===== src/hdl/cdoy_pkg.sv =====
`default_nettype none

package cdoy_pkg;

    localparam int YEAR_W  = 14;
    localparam int MONTH_W = 4;
    localparam int DAY_W   = 9;
    localparam int MDAY_W  = 5;

    // Reciprocal of 25 scaled by 2**20, rounded down; the quotient it gives
    // is low by at most one, which a single compare and subtract corrects.
    localparam logic [15:0] RECIP_25   = 16'd41943;
    localparam int          RECIP_SHIFT = 20;
    localparam int          PROD_W      = YEAR_W + 16;
    localparam int          QUOT_W      = 10;

    localparam logic [MONTH_W-1:0] MONTHS_PER_YEAR = 4'd12;
    localparam logic [DAY_W-1:0]   COMMON_YEAR_DAYS = 9'd365;
    localparam logic [DAY_W-1:0]   LEAP_YEAR_DAYS   = 9'd366;

    typedef struct packed {
        logic               req_type;
        logic [YEAR_W-1:0]  year;
        logic [MONTH_W-1:0] month;
        logic [DAY_W-1:0]   day_value;
    } cdoy_in_t;

    typedef struct packed {
        logic [DAY_W-1:0]   year_day;
        logic [MONTH_W-1:0] month_out;
        logic [MDAY_W-1:0]  day_out;
        logic               error;
    } cdoy_out_t;

    // Item plus its leap-year flag, passed from the leap unit to the converter.
    typedef struct packed {
        cdoy_in_t item;
        logic     leap;
    } cdoy_lp_t;

    // Length of month idx+1 (idx 0..11); zero for indexes that name no month.
    function automatic logic [MDAY_W-1:0] month_len(input logic leap,
                                                    input logic [MONTH_W-1:0] idx);
        logic [MDAY_W-1:0] len;
        case (idx)
            4'd0:    len = 5'd31;
            4'd1:    len = leap ? 5'd29 : 5'd28;
            4'd2:    len = 5'd31;
            4'd3:    len = 5'd30;
            4'd4:    len = 5'd31;
            4'd5:    len = 5'd30;
            4'd6:    len = 5'd31;
            4'd7:    len = 5'd31;
            4'd8:    len = 5'd30;
            4'd9:    len = 5'd31;
            4'd10:   len = 5'd30;
            4'd11:   len = 5'd31;
            default: len = 5'd0;
        endcase
        return len;
    endfunction

    // Days in the year before the first day of month idx+1 (idx 0..11).
    function automatic logic [DAY_W-1:0] cum_days(input logic leap,
                                                  input logic [MONTH_W-1:0] idx);
        logic [DAY_W-1:0] base;
        case (idx)
            4'd0:    base = 9'd0;
            4'd1:    base = 9'd31;
            4'd2:    base = 9'd59;
            4'd3:    base = 9'd90;
            4'd4:    base = 9'd120;
            4'd5:    base = 9'd151;
            4'd6:    base = 9'd181;
            4'd7:    base = 9'd212;
            4'd8:    base = 9'd243;
            4'd9:    base = 9'd273;
            4'd10:   base = 9'd304;
            4'd11:   base = 9'd334;
            default: base = 9'd0;
        endcase
        if (leap && idx >= 4'd2 && idx <= 4'd11)
        begin
            base = base + 9'd1;
        end
        return base;
    endfunction

endpackage

`default_nettype wire


===== src/hdl/calendar_day_of_year_convert.sv =====
// Gregorian date converter with one valid/ready request channel and one
// valid/ready response channel, one response item for every request item.
// With req_type 0 an item carries year, month and day of month and the
// response gives the day of the year; with req_type 1 it carries year and
// day of year and the response gives month and day of month. Leap years
// follow the 4, 100 and 400 rule, and year 0 counts as a leap year. Any
// out-of-range input (month outside 1..12, day 0, day past the end of its
// month or of its year) sets error and zeroes the other fields, and a field
// that does not belong to the chosen direction reads as zero. The block is
// a four-stage pipeline: year / 25 by reciprocal multiply, leap test, range
// checks with the month search by parallel compares against the month start
// table, and the day of month subtraction into the output register. One
// item enters every cycle while the response side keeps taking items.
// When the response side stalls the pipeline fills up and then holds
// every item in place; bubbles close up first, so request ready drops only
// when all four stages hold an item.
`default_nettype none

module calendar_day_of_year_convert import cdoy_pkg::*; (
    input  wire logic     clk,
    input  wire logic     rst_n,
    input  wire logic     req_valid,
    output logic          req_ready,
    input  wire cdoy_in_t req,
    output logic          rsp_valid,
    input  wire logic     rsp_ready,
    output cdoy_out_t     rsp
);

    // Item with its leap flag, between the leap unit and the converter.
    logic     lp_valid;
    logic     lp_ready;
    cdoy_lp_t lp;

    cdoy_leap u_leap (
        .clk       (clk),
        .rst_n     (rst_n),
        .req_valid (req_valid),
        .req_ready (req_ready),
        .req       (req),
        .lp_valid  (lp_valid),
        .lp_ready  (lp_ready),
        .lp        (lp)
    );

    cdoy_conv u_conv (
        .clk       (clk),
        .rst_n     (rst_n),
        .lp_valid  (lp_valid),
        .lp_ready  (lp_ready),
        .lp        (lp),
        .rsp_valid (rsp_valid),
        .rsp_ready (rsp_ready),
        .rsp       (rsp)
    );

endmodule

`default_nettype wire


===== src/hdl/cdoy_leap.sv =====
`default_nettype none

// Two-stage leap-year unit: stage one forms year / 25 by a reciprocal
// multiply, stage two corrects the remainder and applies the 4/100/400 rule.
module cdoy_leap import cdoy_pkg::*; (
    input  wire logic     clk,
    input  wire logic     rst_n,
    input  wire logic     req_valid,
    output logic          req_ready,
    input  wire cdoy_in_t req,
    output logic          lp_valid,
    input  wire logic     lp_ready,
    output cdoy_lp_t      lp
);

    logic                s1_valid_reg;
    cdoy_in_t            s1_item_reg;
    logic [QUOT_W-1:0]   s1_quot_reg;
    logic [PROD_W-1:0]   s1_prod;

    logic                s2_valid_reg;
    cdoy_lp_t            s2_data_reg;
    cdoy_lp_t            s2_data_next;

    logic                s1_ready;
    logic                s2_ready;

    logic [YEAR_W-1:0]   rem_wide;
    logic [5:0]          rem_raw;
    logic [5:0]          rem_fix;
    logic                by25;
    logic                div4;
    logic                div16;

    assign s2_ready  = !s2_valid_reg || lp_ready;
    assign s1_ready  = !s1_valid_reg || s2_ready;
    assign req_ready = s1_ready;

    assign s1_prod = PROD_W'(req.year) * PROD_W'(RECIP_25);

    always_comb
    begin
        rem_wide = s1_item_reg.year - (YEAR_W'(s1_quot_reg) * YEAR_W'(5'd25));
        rem_raw  = rem_wide[5:0];
        if (rem_raw >= 6'd25)
        begin
            rem_fix = rem_raw - 6'd25;
        end
        else
        begin
            rem_fix = rem_raw;
        end
        by25  = (rem_fix == 6'd0);
        div4  = (s1_item_reg.year[1:0] == 2'd0);
        div16 = (s1_item_reg.year[3:0] == 4'd0);
        s2_data_next.item = s1_item_reg;
        s2_data_next.leap = (div4 && !by25) || (div16 && by25);
    end

    always_ff @(posedge clk or negedge rst_n)
    begin
        if (!rst_n)
        begin
            s1_valid_reg <= 1'b0;
            s2_valid_reg <= 1'b0;
        end
        else
        begin
            if (s1_ready)
            begin
                s1_valid_reg <= req_valid;
            end
            if (s2_ready)
            begin
                s2_valid_reg <= s1_valid_reg;
            end
        end
    end

    always_ff @(posedge clk)
    begin
        if (req_valid && s1_ready)
        begin
            s1_item_reg <= req;
            s1_quot_reg <= s1_prod[RECIP_SHIFT +: QUOT_W];
        end
        if (s1_valid_reg && s2_ready)
        begin
            s2_data_reg <= s2_data_next;
        end
    end

    assign lp_valid = s2_valid_reg;
    assign lp       = s2_data_reg;

endmodule

`default_nettype wire


===== src/hdl/cdoy_conv.sv =====
`default_nettype none

// Two-stage converter: stage three checks ranges, sums the day of year and
// finds the month by parallel compares; stage four forms the day of month
// and holds the result.
module cdoy_conv import cdoy_pkg::*; (
    input  wire logic     clk,
    input  wire logic     rst_n,
    input  wire logic     lp_valid,
    output logic          lp_ready,
    input  wire cdoy_lp_t lp,
    output logic          rsp_valid,
    input  wire logic     rsp_ready,
    output cdoy_out_t     rsp
);

    logic                s3_valid_reg;
    logic                s3_mode_reg;
    logic                s3_err_reg;
    logic                s3_leap_reg;
    logic [DAY_W-1:0]    s3_yd_reg;
    logic [MONTH_W-1:0]  s3_idx_reg;
    logic [DAY_W-1:0]    s3_dval_reg;

    logic                s3_err_next;
    logic [DAY_W-1:0]    s3_yd_next;
    logic [MONTH_W-1:0]  s3_idx_next;

    logic                rsp_valid_reg;
    cdoy_out_t           rsp_reg;
    cdoy_out_t           rsp_next;

    logic                s3_ready;
    logic                s4_ready;

    logic [MONTH_W-1:0]  mon_m1;
    logic                ok_fwd;
    logic                ok_rev;
    logic [DAY_W-1:0]    year_len;
    logic [DAY_W-1:0]    day_diff;

    assign s4_ready = !rsp_valid_reg || rsp_ready;
    assign s3_ready = !s3_valid_reg || s4_ready;
    assign lp_ready = s3_ready;

    always_comb
    begin
        mon_m1   = lp.item.month - 4'd1;
        year_len = lp.leap ? LEAP_YEAR_DAYS : COMMON_YEAR_DAYS;
        ok_fwd   = (lp.item.month != 4'd0) && (lp.item.month <= MONTHS_PER_YEAR) &&
                   (lp.item.day_value != 9'd0) &&
                   (lp.item.day_value <= DAY_W'(month_len(lp.leap, mon_m1)));
        ok_rev   = (lp.item.day_value != 9'd0) && (lp.item.day_value <= year_len);
        s3_err_next = lp.item.req_type ? !ok_rev : !ok_fwd;
        s3_yd_next  = cum_days(lp.leap, mon_m1) + lp.item.day_value;
        // The month start table rises, so the number of month starts the
        // day has passed is the zero-based month index.
        s3_idx_next = 4'd0;
        for (int k = 1; k < 12; k++)
        begin
            if (lp.item.day_value > cum_days(lp.leap, MONTH_W'(k)))
            begin
                s3_idx_next = s3_idx_next + 4'd1;
            end
        end
    end

    always_comb
    begin
        day_diff = s3_dval_reg - cum_days(s3_leap_reg, s3_idx_reg);
        rsp_next = '0;
        if (!s3_err_reg)
        begin
            if (s3_mode_reg)
            begin
                rsp_next.month_out = s3_idx_reg + 4'd1;
                rsp_next.day_out   = day_diff[MDAY_W-1:0];
            end
            else
            begin
                rsp_next.year_day = s3_yd_reg;
            end
        end
        else
        begin
            rsp_next.error = 1'b1;
        end
    end

    always_ff @(posedge clk or negedge rst_n)
    begin
        if (!rst_n)
        begin
            s3_valid_reg  <= 1'b0;
            rsp_valid_reg <= 1'b0;
        end
        else
        begin
            if (s3_ready)
            begin
                s3_valid_reg <= lp_valid;
            end
            if (s4_ready)
            begin
                rsp_valid_reg <= s3_valid_reg;
            end
        end
    end

    always_ff @(posedge clk)
    begin
        if (lp_valid && s3_ready)
        begin
            s3_mode_reg <= lp.item.req_type;
            s3_err_reg  <= s3_err_next;
            s3_leap_reg <= lp.leap;
            s3_yd_reg   <= s3_yd_next;
            s3_idx_reg  <= s3_idx_next;
            s3_dval_reg <= lp.item.day_value;
        end
        if (s3_valid_reg && s4_ready)
        begin
            rsp_reg <= rsp_next;
        end
    end

    assign rsp_valid = rsp_valid_reg;
    assign rsp       = rsp_reg;

endmodule

`default_nettype wire


===== config.mk =====
export PLATFORM = sky130hd
export DESIGN_NAME = calendar_day_of_year_convert
export DESIGN_NICKNAME = d
export VERILOG_FILES = /design/src/hdl/cdoy_pkg.sv /design/src/hdl/calendar_day_of_year_convert.sv /design/src/hdl/cdoy_leap.sv /design/src/hdl/cdoy_conv.sv
export SDC_FILE = /design/constraint.sdc
export NUM_CORES = 1
export LEC_CHECK = 0
export BUFFER_PORTS_ARGS = -buffer_cell sky130_fd_sc_hd__buf_2
export CORE_MARGIN = 4
export CORE_UTILIZATION = 60
export CTS_CLUSTER_DIAMETER = 100
export DETAILED_ROUTE_END_ITERATION = 12
export GPL_TIMING_DRIVEN = 1
export PLACE_DENSITY_LB_ADDON = 0.2
export SLEW_MARGIN = 20
export SYNTH_ARGS = -nofsm -noshare
export SYNTH_HDL_FRONTEND = slang
export SYNTH_HIERARCHICAL = 1
export SYNTH_SLANG_ARGS = --single-unit
export TNS_END_PERCENT = 5

===== constraint.sdc =====
create_clock -name clk -period 17.39 [get_ports clk]
set_clock_uncertainty 0.15 [all_clocks]
set_input_delay 0.8695 -clock clk [delete_from_list [all_inputs] [get_ports clk]]
set_output_delay 0.8695 -clock clk [all_outputs]
set_load 0.05 [all_outputs]

==> results.sh <==
export IMPL_worstHoldPathType="in2async"
export IMPL_slew_headroom_pct=43.8
export IMPL_startpoint_type="flop"
export IMPL_tritoncts_num_sinks=90
export IMPL_power_mw=2.07
export IMPL_critPathMaxFanout=13
export IMPL_cp_arrival_ps=7330
export IMPL_cts_tree="done"
export IMPL_syn_area_mm2=0.0102
export IMPL_syn_area_per_cell_um2=10.4
export IMPL_clkTransAtPathRegs_ps=70
export IMPL_critical_path_buf_inv_count=3
export IMPL_p_per_area_mw_per_mm2=189
export IMPL_cts_buffer_depth=2
export IMPL_maxCapViolCount=0
export IMPL_hold_slack_ps=166
export IMPL_setup_viol=0
export IMPL_clock_latency_ps=350
export IMPL_grt_ovfl_total=0
export IMPL_grt_pass1_vias=7293
export IMPL_routedWlPerCell_um=16.0
export IMPL_fill_cells=1332
export IMPL_holdBufCountCts=0
export IMPL_max_freq_mhz=138
export IMPL_dieArea_mm2=0.0191
export IMPL_syn_instance_count=976
export IMPL_status="complete, no violations"
export IMPL_fp_dieW_um=138
export IMPL_final_max_slew_viol_count=0
export IMPL_num_io_pins=53
export IMPL_finalCritPeriodShare_pct=41.7
export IMPL_setup_tns_ps=0
export IMPL_rows=47
export IMPL_hold_violations=0
export IMPL_cts_max_level=3
export IMPL_worstMarginPinSlew_ps=834
export IMPL_cts_setup_buffers=0
export IMPL_path_delay_family="compound AO/OA/AOI/OAI gates"
export IMPL_rsz0062_at_grt="false"
export IMPL_gp_congestion=0.884
export IMPL_post_cts_resized=0
export IMPL_crit_type="reg2reg"
export IMPL_worstPathRequired_ps=17480
export IMPL_initialDrtViolationCount=393
export IMPL_synth_warnings=6
export IMPL_slowest_delay_ps=600
export IMPL_start_util_pct=61.3
export IMPL_root_buffer="clkbuf_16"
export IMPL_grt_first_pass_wirelength_um=33700
export IMPL_synth_fp_nets=1254
export IMPL_dp_hpwl_um=16500
export IMPL_drive_above_1_share_pct=10.3
export IMPL_crit_path_frequent_cell="ha_1"
export IMPL_largest_reg_flops=20
export IMPL_vias=7085
export IMPL_fin_crit_ps=7240
export IMPL_firstDrtPassIters=5
export IMPL_drt_total_wl_um=20000
export IMPL_grt_max_degree=27
export IMPL_core_area_mm2=0.0166
export IMPL_io_buffers=52
export IMPL_track_usage_pct=21.3
export IMPL_ant_nets=0
export IMPL_leakage_nw=5.12
export IMPL_vias_per_cell=5.65
export IMPL_die_h_um=138
export IMPL_antenna_found_initial=0
export IMPL_nets=1306
export IMPL_crit_path_end_kind="flop"
export IMPL_antenna_cells=0
export IMPL_cpMaxStageDelayCell="edfxtp_1"
export IMPL_max_vdd_ir_drop_uv=135
export IMPL_numCtsBuffers=9
export IMPL_area_delta_synth_final_pct=7.82
export IMPL_drc_errors=0
-- power breakdown --
part	switching (mW)	internal (mW)	leakage (nW)
registers	0.0373	0.315	0.877
logic	0.831	0.681	4.10
clock network	0.0873	0.114	0.150
-- stage by stage --
stage               cells  setup WS, ps  utilization (%)  area [µm²]
finish               1253         10150             66.1       11000
global placement     1237         10470             64.2       10600
CTS                  1253         10180             66.1       11000
global route         1253          9610             66.1       11000
floorplan             976         10910                -       10200
detailed placement   1237         10240             64.2       10600
-- worst reg2reg max path, delay by kind of cell, from the launching register on --
family / cells / cell delay [ps]
muxes: 3 / 770
adders and majority gates: 7 / 2300
DFF: 1 / 600
AOI/OAI and AO/OA: 11 / 2490
buffers and inverters: 3 / 220
xor gates and xnor gates: 2 / 290
and+or+nand+nor: 2 / 290
-- cell usage in the layout (no fill, tap or decap), types with 6 or more instances in the layout --
| cell type | count |
|---|---|
| a21oi_1 | 33 |
| nor2b_1 | 9 |
| nand4_1 | 10 |
| o211ai_1 | 7 |
| nand3_1 | 13 |
| edfxtp_1 | 81 |
| o21ai_0 | 24 |
| nand2_1 | 44 |
| nand2b_1 | 11 |
| ha_1 | 167 |
| xnor2_1 | 46 |
| a211oi_1 | 13 |
| a31oi_1 | 6 |
| xor2_1 | 19 |
| buf_2 | 52 |
| clkbuf_16 | 9 |
| o21bai_1 | 6 |
| fa_1 | 79 |
| a21o_1 | 11 |
| o21a_1 | 10 |
| nor2_1 | 45 |
| mux2i_1 | 7 |
| nor3_1 | 16 |
| and2_1 | 16 |
| inv_1 | 167 |
-- metal layers --
metal	track usage, %	up-vias	part of all wire (%)
met3	3.42	42	3.1
li1	-	3511	-
met4	7.23	0	2.8
met1	24.4	3414	40
met2	40.3	118	54
met5	0	-	0
-- final timing paths --
kind                                       startpoint                  end  slack, ps  cells after the start
worst max-delay path                     u_leap/lp[2]                 flop      10150                     28
worst min-delay path                            rst_n  u_conv/s3_valid_reg        170                      1
worst max register to register           u_leap/lp[2]                 flop      10150                     28
worst min register to register  u_leap/s1_item_reg[7]         u_leap/lp[8]        270                      0
max in group asynchronous                       rst_n  u_leap/s1_valid_reg      16800                      1
min in group clk                u_leap/s1_item_reg[7]         u_leap/lp[8]        270                      0
-- area by class of cell --
class / instances / area [µm²] / share of cell area [%]
multi-input cells: 707 / 6850 / 62.5
flip-flops and latches: 90 / 2630 / 24.0
inverters: 167 / 627 / 5.72
well taps: 220 / 275 / 2.51
repair buffers: 53 / 268 / 2.44
clock buffers: 9 / 225 / 2.06
clock inverters: 7 / 82.6 / 0.754
(Power assumes the default switching activity.)
